### config.mk
export PLATFORM = sky130hd
export DESIGN_NAME = kmst_ram
export DESIGN_NICKNAME = d
export VERILOG_FILES = /design/src/kmst_ram.sv
export SDC_FILE = /design/constraint.sdc
export NUM_CORES = 1
export LEC_CHECK = 0
export BUFFER_PORTS_ARGS = -buffer_cell sky130_fd_sc_hd__buf_2
export CORE_MARGIN = 2
export CORE_UTILIZATION = 50
export DETAILED_ROUTE_END_ITERATION = 7
export GPL_TIMING_DRIVEN = 1
export PLACE_DENSITY = 0.64
export SLEW_MARGIN = 20
export SYNTH_ARGS = -nofsm -noshare
export SYNTH_HDL_FRONTEND = slang
export SYNTH_SLANG_ARGS = --single-unit
### constraint.sdc
create_clock -name clk -period 4.3 [get_ports clk]
set_clock_uncertainty 0.15 [all_clocks]
set_input_delay 0 -clock clk [delete_from_list [all_inputs] [get_ports clk]]
set_output_delay 0 -clock clk [all_outputs]
set_load 0.05 [all_outputs]
### src/kmst_ram.sv
`timescale 1ns / 1ps
// ----------------------------------------------------------------------------
// kmst_ram
// Simple dual-port RAM, one write port, one read port with registered data.
// ----------------------------------------------------------------------------
module kmst_ram #(
    parameter int WIDTH = 8,
    parameter int DEPTH = 16
) (
    input  logic                                   clk,
    input  logic                                   we,
    input  logic [(DEPTH > 1 ? $clog2(DEPTH) : 1)-1:0] waddr,
    input  logic [WIDTH-1:0]                       wdata,
    input  logic [(DEPTH > 1 ? $clog2(DEPTH) : 1)-1:0] raddr,
    output logic [WIDTH-1:0]                       rdata
);

    logic [WIDTH-1:0] mem [DEPTH];

    always_ff @(posedge clk)
    begin
        if (we)
        begin
            mem[waddr] <= wdata;
        end
        rdata <= mem[raddr];
    end

endmodule

==> After elaboration in Yosys (flattened, before gate mapping) <==
Memories as Yosys holds them, arrays and structs flattened. A register that Yosys moved wholly into a read port is not among the register bits.
Index checks and enable logic that the tools add are counted.
{ "totals": {"out_inout_bits": 8, "wordCells": 3, "ramBits": 128, "regBits": 0, "latch_bits": 0, "in_bits": 18, "mem_count": 1, "romBits": 0} }
{ "classes": {"n_reduce_logical": 0, "bitwise_logic": 0, "div_mod_pow": 0, "muxes": 2, "n_addsub": 0, "n_eq_ne": 0, "magnitude_cmp": 0, "shift": 0, "mul": 0} }
{ "memory_table": {"columns": ["memory", "words", "width", "read_ports", "rd_ports_with_merged_regs", "wr", "line_no", "source"], "rows": [
  ["mem", 16, 8, 1, 1, 1, "18", "logic [WIDTH-1:0] mem [DEPTH];"]
]} }
{ "op_table": {"columns": ["operator", "count"], "rows": [
  ["2-to-1 mux 1 bit", 2]
]} }

==> Depth between registers and ports, before layout <==
Gate-level depths: netlist of run 1.
{ "logic_depth": {"depth_word": 2, "mapped_depth": 5, "mapped_depth_nobuf": 3} }

==> Least setup slack after synthesis of run 1 <==
Ideal clock, no wire load.
{ "synth_path": {"kind": "input port to flip-flop", "from": "input port waddr[2] in the netlist's numbering", "to": "memory mem[0][0], enable pin", "n_path_buf": 0, "slack_ns": 2.657, "required_time_ns": 3.767, "arrival_time_ns": 1.110, "setup_ns": 0.383, "cell_stages": 2, "cell_sequence": "or3b_2 -> nor3_1"} }
{ "synth_lines": {"columns": ["element", "line_no", "source"], "rows": [
  ["start: declaration", "12", "input logic [(DEPTH > 1 ? $clog2(DEPTH) : 1)-1:0] waddr,"],
  ["end: declaration", "18", null]
]} }
Straight into the memory's write port.

==> Worst setup path after layout of run 1 <==
{ "layout_path": {"from": "input port waddr[2] in the netlist's numbering", "to": "memory mem[3][0], enable pin"} }
Straight into the memory's write port.

==> results of run 1 <==
## critical path, delay by kind of cell
family,cells,cell delay [ns]
and+or+nand+nor,2,1.12
buffers and inverters,3,1.26
## path summary, 6_finish.rpt
kind                                start   endpoint  slack [ns]  cells after the start
worst max-delay path             waddr[2]  mem[3][0]        1.90                      5
worst min-delay path             raddr[1]   rdata[0]        0.16                      4
worst max register to register  mem[9][4]   rdata[4]        2.74                      3
worst min register to register  mem[4][4]   rdata[4]        0.53                      3
## per-layer routing
metal  track usage (%)  part of all wire (%)
met4              6.86                   1.3
met2              29.1                    50
met3              5.57                   6.4
met5                 0                     0
met1              26.0                    43
## cells by family (layout without fill, tap and decap cells)
family / Yosys count / count (layout) / synth area share, %
compound gates: 16 / 16 / 2.33
buf+inv: 10 / 77 / 1.68
flops: 136 / 136 / 77.8
mux: 32 / 32 / 15.0
simple gates: 35 / 35 / 3.18
## timing repair
action                                  in CTS  in global routing
hold buffers                                17                  0
setup buffers                                0                  0
hold endpoints to repair                   182                  0
endpoints found under the setup margin       0                  0
## layout make-up
class                   count  area (sq um)  share of cell area, %
well taps                 136           170                   2.76
multi-input cells          83          1060                   17.2
repair buffers             45           318                   5.15
clock inverters             8           144                   2.33
flip-flops and latches    136          4000                   64.9
clock buffers              24           470                   7.63
## state kept, by name, indices dropped and copies added (netlist names)
register and cells:
mem 128, rdata 8
## placed cells by master (no fill, tap or decap)
master	instances
and2b_1	1
clkinv_2	3
nor2_1	13
nor2b_1	1
nor3_2	1
dfxtp_1	8
and2_1	1
clkbuf_1	4
or3b_2	1
clkinv_4	1
mux4_1	14
dlygate4sd3_1	17
buf_4	3
nand2b_1	2
buf_2	25
nor3_1	3
nand2_1	9
nand3b_1	2
a22oi_1	16
mux4_2	18
edfxtp_1	128
nand3_1	1
clkbuf_8	4
bufinv_16	4
clkbuf_16	16
## where the power goes
group	switching [mW]	internal, mW	total [mW]
combinational	0.106	0.0628	0.169
clock	0.496	0.986	1.48
sequential	0.0100	1.48	1.49
total	0.612	2.53	3.14
==> impl_metrics.toml, run 1 <==
[placement]
io_buffers = 25
dp_slack_ns = 2.14
gp_congestion = 0.736
placed_area_sq_um = 5380
place_inst = 383
dp_hpwl_um = 5770

[clock_tree]
clockBufferDepth = 2
cts.reportedPaths.clkPinSlew_ns = 0.06
cts_resized = 0
clock-sinks = 136
clk_latency_ns = 0.52
cts_tree = "done"
cts_buffers = 17
clock-root-buffer = "clkbuf_8"
cts_htree_levels = 4

[sta]
tns_ns = 0
min_period_over_period_pct = 55.8
worst_pin_slew_ns = 1.02
clock.fmax_ghz = 0.417
hold_viol = 0
rsz0062_at_grt = "false"
whs_ns = 0.158
setup_viol = 0
relSlewSlack_pct = 32.0
drv_slew = 0
period_needed_ns = 2.40
setup_ws_ns = 1.90

[route]
via_per_inst = 5.58
drc = 0
wire_per_inst_um = 22.3
wl_um = 9640
drt_first_pass_iters = 4
ant_nets = 0
vias = 2412
drt-initial-drc-count = 170

[worst_setup_path]
crit_slowest_cell = "nor2_1"
cp.required_ns = 4.29
crit_path_frequent_cell = "dlygate4sd3_1"
cp-end-kind = "flip-flop"
startpoint_type = "input port"
worst-setup-path-type = "in2reg"
crit_chain = "dlygate4sd3_1, buf_2, or3b_2, dlygate4sd3_1, nor2_1"
worst_path_largest_cell_delay_ns = 0.62
crit_fanout = 8
arrival_ns = 2.39

[flow_run]
maxCapViolations = 0

[power_and_ir_drop]
power_density_nw_per_um2 = 510
leakage_nw = 2.09
finalPower_mw = 3.14
ir_worst_vdd_uv = 393

[layout]
fin_area_sq_um = 6170
diodes = 0
final_util_pct = 60.8
fin_nets = 301
drive_above_1_share_pct = 25.7
syn_to_final_growth_pct = 19.8
stdcell_count = 432
fillers = 710

[yosys]
synthDominantCellAreaShare_pct = 74.7
synth.most_common_cell = "edfxtp_1"
ys_ff_latch = 136
async_flop_share_pct = 0
syn_area_per_cell_sq_um = 22.5
yosysTopAreaCell = "edfxtp_1"
netlist_area_sq_um = 5150
synthFlopType = "edfxtp_1"
ys_seq_area_share_pct = 77.8
synth_edf_count = 128
syn_inst = 229
yosys_warnings = 0
synth_area_leaders = "edfxtp_1 75%, mux4_2 7.9%, mux4_1 7.1%"
synth_commonest_cells = "128 x edfxtp_1, 18 x mux4_2, 16 x a22oi_1"
synth_cell_types = 19
syn_nets = 247

[global_route]
grt_max_degree = 33
antenna_found_initial = 0
grt-ovfl-total = 0
grt_usage_pct = 18.9
grt_pass1_vias = 2467
grt_pass1_wl_um = 14600

[hold_path]
hp-class = "in2reg"

[floorplan]
initial_core_util_pct = 50.8
die-height_um = 105
boundaryPins = 26
dieArea_sq_um = 11100
rows = 37
core_sq_um = 10100
die_w_um = 105

[outcome]
status = "finished, final reports clean"
No activity file was read; power rests on OpenSTA's default activity.
==> inputs of run 2 (changes only) <==
Settings changed: PLACE_DENSITY 0.64 to 0.67.
Clock period 4.3 ns to 2.02 ns, I/O delays scaled along.
==> impl_metrics.toml, run 2 (synthesis gave the netlist of run 1 again) <==
[outcome]
status = "finished, final reports clean"

[global_route]
grt_pass1_wl_um = 15100
grt_max_degree = 33
grt_pass1_vias = 2639
antenna_found_initial = 0
grt-ovfl-total = 0
grt_usage_pct = 19.2

[floorplan]
initial_core_util_pct = 50.8
die-height_um = 105
dieArea_sq_um = 11100
rows = 37
boundaryPins = 26
core_sq_um = 10100
die_w_um = 105

[flow_run]
maxCapViolations = 0

[sta]
worst_pin_slew_ns = 0.397
tns_ns = 0
drv_slew = 0
setup_ws_ns = 0.106
clock.fmax_ghz = 0.522
min_period_over_period_pct = 94.8
setup_viol = 0
whs_ns = 0.0221
period_needed_ns = 1.91
rsz0062_at_grt = "false"
hold_viol = 0
relSlewSlack_pct = 73.5

[clock_tree]
cts_tree = "done"
clock-root-buffer = "clkbuf_8"
cts.reportedPaths.clkPinSlew_ns = 0.06
clk_latency_ns = 0.52
clockBufferDepth = 2
clock-sinks = 136
cts_htree_levels = 4
cts_setup_buffers = 0
cts_buffers = 17

[layout]
top_regs = "mem: 128 flops, rdata: 8 flops"
final_cell_mix = "128 x edfxtp_1, 25 x buf_2, 19 x dlygate4sd3_1"
seqCellArea_sq_um = 4000
diodes = 0
multi_input_area_sq_um = 1060
fin_area_sq_um = 6360
final_util_pct = 62.7
regMostFlops = "mem"
largest_register_ff_count = 128
final_common_cell = "edfxtp_1"
fillers = 707
stdcell_count = 452
fin_nets = 321
syn_to_final_growth_pct = 23.5
drive_above_1_share_pct = 30.4

[placement]
dp_hpwl_um = 5740
io_buffers = 25
dp_slack_ns = 0.220
gp_congestion = 0.750
place_inst = 401
placed_area_sq_um = 5540

[worst_setup_path]
reg2reg_depth = 4
worst-setup-path-type = "reg2reg"
ff2ff_setup_slack_ns = 0.11
r2r-start = "mem[8][1]"
crit_fanout = 1
r2r_end = "rdata[1]"
cp-end-kind = "flip-flop"
startpoint_type = "flip-flop"
cp.required_ns = 2.28
arrival_ns = 2.17

[route]
drt-initial-drc-count = 89
via_per_inst = 5.63
ant_nets = 0
wl_um = 9560
vias = 2544
wire_per_inst_um = 21.1
drt_first_pass_iters = 4
drc = 0

[hold_path]
min_from = "raddr[0]"
hold_path_end = "rdata[0]"
worstHoldPathCells = 4
hp-class = "in2reg"

[power_and_ir_drop]
power_density_nw_per_um2 = 1050
ir_worst_vdd_uv = 542
finalPower_mw = 6.70
leakage_nw = 2.19
[run 2: cell types whose count changed in the layout (fill, tap and decap cells not counted), sizes merged]
cell,previous run,this run
clkinvlp,0,3
dlygate4sd3,17,19
clkbuf,24,20
buf,28,46
clkinv,4,5
[run 2: how the worst max path moves through the flow]
stage | startpoint | to | slack, ns | depth (start not counted)
CTS | mem[1][5] | rdata[5] | 0.06 | 4
global placement | raddr[0] | rdata[4] | 0.23 | 5
finish | mem[8][1] | rdata[1] | 0.11 | 4
detailed placement | raddr[0] | rdata[4] | 0.22 | 5
floorplan | waddr[2] | mem[0][0] | 0.38 | 2
global route | mem[9][1] | rdata[1] | 0.05 | 4
[run 2: critical path, stage by stage, from the launching register on]
cell	delay (ns)
edfxtp_1	0.36
mux4_1	0.49
a22oi_1	0.19
dlygate4sd3_1	0.57
nand2_1	0.05
[run 2: metal layers]
metal / GRT usage (%) / vias up / wire, um
li1: - / 1124 / -
met1: 24.7 / 1315 / 3770
met2: 31.2 / 94 / 5060
met3: 6.49 / 11 / 658
met4: 6.19 / 0 / 72
met5: 0 / - / 0
[run 2: where the power goes]
group	switching, mW	internal [mW]	total (mW)	leakage (nW)
sequential	0.0150	3.16	3.17	1.22
combinational	0.229	0.154	0.382	0.674
clock	1.09	2.06	3.15	0.295
total	1.33	5.37	6.70	2.19
[run 2: repair_timing]
item,in CTS,in global routing
endpoints found under the hold margin,243,0
gates resized for setup,0,2
hold buffers,21,0
endpoints found under the setup margin,0,9
[run 2: area by class of cell]
cell class	count	share of cell area (%)
clock buffers	20	7.01
clock inverters	12	2.74
well taps	136	2.68
repair buffers	65	7.89
flip-flops and latches	136	63.0
multi-input cells	83	16.7
==> inputs of run 3 (changes only) <==
Settings changed: HOLD_SLACK_MARGIN set to 0.1, PLACE_DENSITY 0.67 to 0.8, SLEW_MARGIN 20 to 5.
==> impl_metrics.toml, run 3 (synthesis gave the netlist of run 1 again) <==
[power_and_ir_drop]
leakage_nw = 2.17
p_comb_share_pct = 5.7
power_frac_seq_pct = 47.0
intPower_mw = 5.41
p_switching_mw = 1.36
finalPower_mw = 6.77
clkPwrFrac_pct = 47.3
switching_share_pct = 20.0
power_density_nw_per_um2 = 1070
ir_worst_vdd_uv = 597

[layout]
largest_register_ff_count = 128
final_common_cell = "edfxtp_1"
stdcell_count = 447
diodes = 0
syn_to_final_growth_pct = 23.0
fin_nets = 317
final_cell_mix = "128 x edfxtp_1, 25 x buf_2, 18 x mux4_2"
regMostFlops = "mem"
drive_above_1_share_pct = 29.6
top_regs = "mem: 128 flops, rdata: 8 flops"
fillers = 668

[clock_tree]
cts.reportedPaths.clkPinSlew_ns = 0.06
clockBufferDepth = 2
cts_buffers = 17
cts_htree_levels = 4
clock-sinks = 136
clock-root-buffer = "clkbuf_8"
cts_tree = "done"
clk_latency_ns = 0.52

[floorplan]
initial_core_util_pct = 50.8
rows = 37
die-height_um = 105
dieArea_sq_um = 11100
boundaryPins = 26
core_sq_um = 10100
die_w_um = 105

[worst_setup_path]
worst_path_largest_cell_delay_ns = 0.80
crit_start = "raddr[2]"
reg2reg_depth = 3
cp-end-kind = "flip-flop"
ff2ff_setup_slack_ns = 0.42
worst-setup-path-type = "in2reg"
crit_slowest_cell = "dlygate4sd3_1"
startpoint_type = "input port"
crit_end = "rdata[7]"
crit_fanout = 6
cp.required_ns = 2.33
crit_chain = "dlygate4sd3_1, buf_2, nor2_1, dlygate4sd3_1, a22oi_1, nand2_1"
r2r_end = "rdata[3]"
crit_path_frequent_cell = "dlygate4sd3_1"
arrival_ns = 2.04
r2r-start = "mem[0][3]"

[sta]
rsz0062_at_grt = "false"
hold_viol = 0
tns_ns = 0
drv_slew = 0
setup_viol = 0
period_needed_ns = 1.73
relSlewSlack_pct = 53.3
worst_pin_slew_ns = 0.699
min_period_over_period_pct = 85.6
clock.fmax_ghz = 0.578

[placement]
gp_congestion = 0.749
io_buffers = 25
dp_hpwl_um = 6000
place_inst = 398

[hold_path]
hp-class = "in2reg"
min_from = "raddr[0]"

[global_route]
grt_pass1_wl_um = 15500
grt_pass1_vias = 2641
globalRouteMet2Util_pct = 33.1
grt-ovfl-total = 0
antenna_found_initial = 0
met3_usage_pct = 4.70
grt_usage_pct = 19.8
busiest_layer = "met2"
use_met1_pct = 24.8
grt_max_degree = 33

[route]
wl_um = 10300
wire_per_inst_um = 23.1
drt-initial-drc-count = 177
vias = 2545
drt_first_pass_iters = 4
via_per_inst = 5.69
drc = 0
ant_nets = 0

[outcome]
status = "finished, final reports clean"

[flow_run]
maxCapViolations = 0
==> run 3: cell count changes in the layout (fill, tap and decap cells not counted), sizes merged <==
cell	delta
bufinv	+1
dlygate4sd3	-2
buf	-3
clkbuf	-3
dlymetal6s4s	+1
clkinvlp	+1
==> run 3: through the flow <==
stage	hold WS, ns	worst slack, ns	instance area (sq um)	util (%)
2_1_floorplan	-0.0511	0.377	5150	-
3_3_place_gp	0.238	0.434	5520	54.4
3_5_place_dp	0.245	0.399	5520	54.4
4_1_cts	0.133	0.0230	6330	62.4
5_1_grt	0.185	0.235	6330	62.5
6_report	0.141	0.291	6330	62.5
==> run 3: cell type report <==
class                   instances  area, sq um  share of cell area (%)
clock buffers                  17          414                    6.54
clock inverters                14          206                    3.26
multi-input cells              83         1060                    16.7
flip-flops and latches        136         4000                    63.2
well taps                     136          170                    2.69
repair buffers                 61          479                    7.57
==> run 3: power by group through the flow <==
stage / registers, mW / clock network [mW] / logic, mW
finish: 3.18 / 3.20 / 0.386
floorplan: 3.29 / 0 / 0.160
CTS: 3.18 / 3.23 / 0.389
global route: 3.18 / 3.35 / 0.409
global placement: 3.23 / 0 / 0.345
detailed placement: 3.23 / 0 / 0.353
==> run 3: how the worst min path moves through the flow <==
stage,end,slack (ns),depth (start not counted)
2_1_floorplan,mem[0][0],-0.05,0
3_3_place_gp,mem[5][0],0.24,1
3_5_place_dp,mem[5][0],0.24,1
4_1_cts,rdata[2],0.13,5
5_1_grt,rdata[2],0.19,5
6_report,rdata[7],0.14,5
==> run 3: worst max-delay path, delay by kind of cell <==
kind,cells,cell delay [ns]
AOI/OAI and AO/OA,1,0.20
and+or+nand+nor,2,0.37
buffers and inverters,3,1.47
==> run 3: per-layer routing <==
metal  vias up  routed length (um)
li1       1113                   -
met1      1314                4190
met2        96                5380
met3        22                 507
met4         0                 237
met5         -                   0
==> run 3: timing repair <==
action / 4_1_cts / 5_1_grt
endpoints found under the hold margin: 264 / 0
resized for setup: 0 / 5
setup endpoints to repair: 0 / 32
buffers inserted: 0 / 0
hold buffers: 19 / 0
